## src/rtl/rss_pkg.sv

```systemverilog
`timescale 1ns / 1ps
// ----------------------------------------------------------------------------
// rss_pkg: shared types and constants of the record selection sorter
// Record layout, sort key codes, register map and sequencer states.
// ----------------------------------------------------------------------------
package rss_pkg;

    localparam int GRADE_W   = 9;
    localparam int CREDITS_W = 16;
    localparam int NAME_W    = 64;
    localparam int KEY_W     = 2;
    localparam int DATA_W    = 32;
    localparam int PADDR_W   = 3;

    // Byte address of the sort key register.
    localparam logic [PADDR_W-1:0] ADDR_SORT_KEY = 3'd0;

    // Sort key codes; the unused code sorts by name.
    localparam logic [KEY_W-1:0] KEY_GRADE   = 2'd0;
    localparam logic [KEY_W-1:0] KEY_CREDITS = 2'd1;
    localparam logic [KEY_W-1:0] KEY_NAME    = 2'd2;

    typedef struct packed {
        logic [GRADE_W-1:0]   grade;
        logic [CREDITS_W-1:0] credits;
        logic [NAME_W-1:0]    name;
    } t_record;

    typedef enum logic [2:0] {
        ST_LOAD,
        ST_SCAN,
        ST_SCAN_END,
        ST_SWAP_HI,
        ST_SWAP_LO,
        ST_EMIT_RD,
        ST_EMIT_LD
    } t_state;

endpackage

```

## src/rtl/rss_key_cmp.sv

```systemverilog
`timescale 1ns / 1ps
// ----------------------------------------------------------------------------
// rss_key_cmp: shared key compare unit
// Picks the configured key from two records and reports whether the
// candidate's key is strictly greater than the current maximum's key.
// ----------------------------------------------------------------------------
module rss_key_cmp (
    input  logic [rss_pkg::KEY_W-1:0] i_sort_key,
    input  rss_pkg::t_record          i_cand,
    input  rss_pkg::t_record          i_best,
    output logic                      o_greater
);
    import rss_pkg::*;

    always_comb begin
        case (i_sort_key)
            KEY_GRADE: begin
                o_greater = (i_cand.grade > i_best.grade);
            end
            KEY_CREDITS: begin
                o_greater = (i_cand.credits > i_best.credits);
            end
            default: begin
                // Packed names compare like a byte-wise string compare.
                o_greater = (i_cand.name > i_best.name);
            end
        endcase
    end

endmodule

```

## config.mk

```make
export PLATFORM = sky130hd
export DESIGN_NAME = rss_key_cmp
export DESIGN_NICKNAME = d
export VERILOG_FILES = /design/src/rtl/rss_pkg.sv /design/src/rtl/rss_key_cmp.sv
export SDC_FILE = /design/constraint.sdc
export NUM_CORES = 1
export LEC_CHECK = 0
export BUFFER_PORTS_ARGS = -buffer_cell sky130_fd_sc_hd__buf_4
export CORE_MARGIN = 5
export CORE_UTILIZATION = 42
export DETAILED_ROUTE_END_ITERATION = 8
export GPL_TIMING_DRIVEN = 0
export PLACE_DENSITY = 0.85
export SLEW_MARGIN = 5
export SYNTH_ARGS = -nofsm -noshare
export SYNTH_HDL_FRONTEND = slang
export SYNTH_SLANG_ARGS = --single-unit
```

## constraint.sdc

```tcl
create_clock -name vclk -period 2.65
set_input_delay 0.53 -clock vclk [all_inputs]
set_output_delay 0.53 -clock vclk [all_outputs]
set_load 0.005 [all_outputs]
```

# Word-level counts from Yosys, hierarchy flattened
# Index checks and enable logic that the tools add are counted.
[op_classes]
order_cmp = 3
n_eq_ne = 1
mux = 1
n_reduce_logical = 1
[ops]
columns = ["op", "count"]
rows = [
  ["$gt 64x64->1", 1],
  ["$gt 16x16->1", 1],
  ["$gt 9x9->1", 1],
  ["$eq 2x1->1 const B", 1],
  ["$logic_not 2->1", 1],
  ["$pmux 1 s2", 1],
]
[totals]
ff_bits = 0
out_inout_bits = 1
wordCells = 6

# Depth between registers and ports, before layout
[logic_depth]
ltp_word = 2
mapped_depth = 9
depth_no_buf = 9

# Worst setup path before layout
# Ideal clock, no wire load.
[synth_timing]
kind = "input -> output"
start = "input i_best[46] (netlist name)"
end = "output o_greater"
arrival_time_ns = 2.013
setup_slack_ns = 0.107
path_stages = 9
n_path_buf = 0
cell_sequence = "inv_1 > ha_1 > nand4_1 > nor4_2 > nand4_2 > nor3_2 > o31ai_1 > a31o_1 > a21oi_2"
[synth_between]
elab_chain_len = 2
[synth_lines]
columns = ["element", "line_no", "text"]
rows = [
  ["start: declaration", "rss_key_cmp.sv:10", "input rss_pkg::t_record i_best,"],
  ["$gt 64x64->1", "rss_key_cmp.sv:25", "o_greater = (i_cand.name > i_best.name);"],
  ["$pmux 1 s2", "rss_key_cmp.sv:16", "case (i_sort_key)"],
  ["end: declaration", "rss_key_cmp.sv:11", "output logic o_greater"],
]
# No other way between the ends.

# Final worst setup path
[layout_timing]
start = "input i_best[39] (netlist name)"
end = "output o_greater"
# The elaborated chain is that of the path after synthesis.

==> metrics.md <==
| Metric | Value |
|---|---|
| GR Layer Usage met3 | `6.52%` |
| Core Area | `5410 um^2` |
| Synth area leaders | `ha_1 (48%), inv_1 (15%), a21oi_1 (5.7%)` |
| N_diodes | `0` |
| Total GRT Usage | `20.8%` |
| Num sequential | `0` |
| Hold Path Class | `input pin to output pin` |
| Die H | `84.0 um` |
| Post-synthesis cell area | `2300 um^2` |
| Cell family with the largest share of critical-path delay | `simple AND/OR/NAND/NOR gates` |
| Final #Nets | `767` |
| Register area share after synthesis | `0%` |
| Synth Instances | `313` |
| Max VDD drop | `0.0848 mV` |
| Final GP Congestion | `0.891` |
| Worst path buffer plus inverter count | `3` |
| Syn-to-layout area delta | `69.3%` |
| # clk buffers | `0` |
| Leak pwr | `2.36 nW` |
| Vias in the first global route | `3078` |
| Crit-path cells | `buf_6 -> inv_4 -> ha_4 -> nand4_1 -> nor4_4 -> nand4_2 -> nor3_2 -> o31ai_1 -> a31o_1 -> a21oi_2 -> buf_4` |
| Port bufs | `181` |
| Slew Viols, Final | `0` |
| Final hold vios | `0` |
| Worst EP required | `2.12 ns` |
| Die ar. | `7050 um^2` |
| Synth Warn # | `0` |
| Placed Cells | `566` |
| FF/Latch Area | `0 um^2` |
| Largest area contributor in the netlist | `ha_1` |
| Post-layout min period | `2.92 ns` |
| Power per Cell Area | `140 nW/um^2` |
| Violated checks | `negative setup slack` |
| Via Count | `2861` |
| Global routing's busiest layer | `met2` |
| First-pass GRT wire length | `12.6 mm` |
| Met1 Use GR | `20.1%` |
| Detailed Route WL | `7.68 mm` |
| Netlist cell types | `32` |
| Met2 track demand over resource | `42.1%` |
| CP max stage cell | `nor4_4` |
| Max stage delay on crit path | `0.38 ns` |
| Post-DRT Antenna Nets | `0` |
| DRC Markers | `0` |
| Fin crit share | `110%` |
| WP data arrival | `2.39 ns` |
| Post-Place Worst Slack | `-0.334 ns` |
| Initial Utilization | `42.5%` |
| Mean post-synth cell area | `7.34 um^2` |
| Initial antenna violation count | `0` |
| Fin cells | `568` |
| Commonest non-fill, non-tap cells in the layout | `buf_4 (175), inv_1 (87), ha_1 (82), a21oi_1 (26), nand4_1 (16)` |
| Initial drt markers | `17` |
| Critical setup path kind | `input pin to output pin` |
| Fmax | `342 MHz` |
| Tightest Pin Transition | `0.440 ns` |
| RSZ-0062 raised after global routing | `yes` |
| Final hold slack | `1.33 ns` |
| Largest net degree at the start of global routing | `5` |
| Max-cap violation count | `0` |
| Outcome | `finished, violations left` |
| Commonest non-fill, non-tap cell in the layout | `buf_4` |
| Filler cell count | `448` |
| DR vias/cell | `5.04` |
| WL/cell | `13.5 um` |
| Final setup viols | `1` |
| Detailed Routing Iterations Pass 1 | `4` |
| Hold Crit Start | `i_sort_key[1]` |
| Die Width | `84.0 um` |
| Grt ovf | `0` |
| Crit-path max FO | `3` |
| Share of cells above drive strength 1 | `40.7%` |
| Setup crit start | `i_best[39]` |
| Synth top area share | `48.4%` |
| Syn Nets | `582` |
| Row count | `27` |
| Startpoint Class | `input pin` |
| Setup TNS | `-0.272 ns` |
| Max transition margin | `69.9%` |
| Top-Level Pins | `181` |
| Hold_buf cts | `0` |
| Final HPWL DP | `7.16 mm` |
| Post-route setup slack | `-0.272 ns` |
| CP Capture Type | `output pin` |
-- tightest hold or removal path: stages --
cell and delay, ns:
buf_4 0.09, a21oi_2 0.04, buf_4 0.13
-- final timing paths --
kind                   endpoint  cells after the start
worst max-delay path  o_greater                     11
worst min-delay path  o_greater                      3
-- logic make-up after synthesis --
logic type      after synthesis  share of synthesized area [%]
buf+inv                      91                           14.9
simple gates                 63                           16.9
compound gates               70                           19.8
fa+ha+maj                    89                           48.4
-- layout make-up --
type / count / area, um^2 / area share, %
Inverter: 91 / 344 / 8.84
Tap cell: 72 / 90.1 / 2.32
Timing Repair Buffer: 183 / 1400 / 36.1
Multi-Input combinational cell: 222 / 2050 / 52.8
-- routing by layer --
metal	share of wire (%)	routed length (um)
met1	35	2660
met2	52	4010
met3	11	814
met4	2.5	189
met5	0	0
-- timing repair --
item                                    4_1_cts  5_1_grt
cloned                                        0        0
gates resized for setup                      20        1
pin swaps                                    12        1
buffers inserted                              2        0
endpoints found under the setup margin        1        1
-- cell usage after synthesis --
library cell  number
inv_1             91
nor4_1             1
a211o_1            2
o31ai_1            1
a2bb2oi_1          1
nand2_1           14
o211ai_1           3
a211oi_1           8
a221oi_1           1
a31o_1             1
nor2b_1            3
nand4_4            1
nand4_1           16
nor4_4             1
nor3_2             1
nor3_1             2
nor2_1             8
o221ai_1           1
a21o_1            10
o21a_1             2
nand4_2            3
nand3_1            9
a21oi_2            1
and4_1             1
a2111oi_0          3
or4_1              2
o21ai_0            7
a31oi_1            2
a311oi_1           1
ha_1              89
nor4_2             1
a21oi_1           26
-- power breakdown --
part | leakage (nW) | switching, mW | total (mW) | internal, mW
clock | 0 | 0 | 0 | 0
sequential | 0 | 0 | 0 | 0
combinational | 2.36 | 0.221 | 0.545 | 0.325
total | 2.36 | 0.221 | 0.545 | 0.325
-- per-stage QoR --
step	total power, mW	instance area, um^2	utilization [%]
after floorplan	0.248	2300	-
after global placement	0.501	3750	69.3
after detailed placement	0.523	3750	69.3
after CTS	0.547	3880	71.8
after global routing	0.619	3890	72.0
final	0.545	3890	72.0
Note: power is estimated with default switching activity, not from simulation.
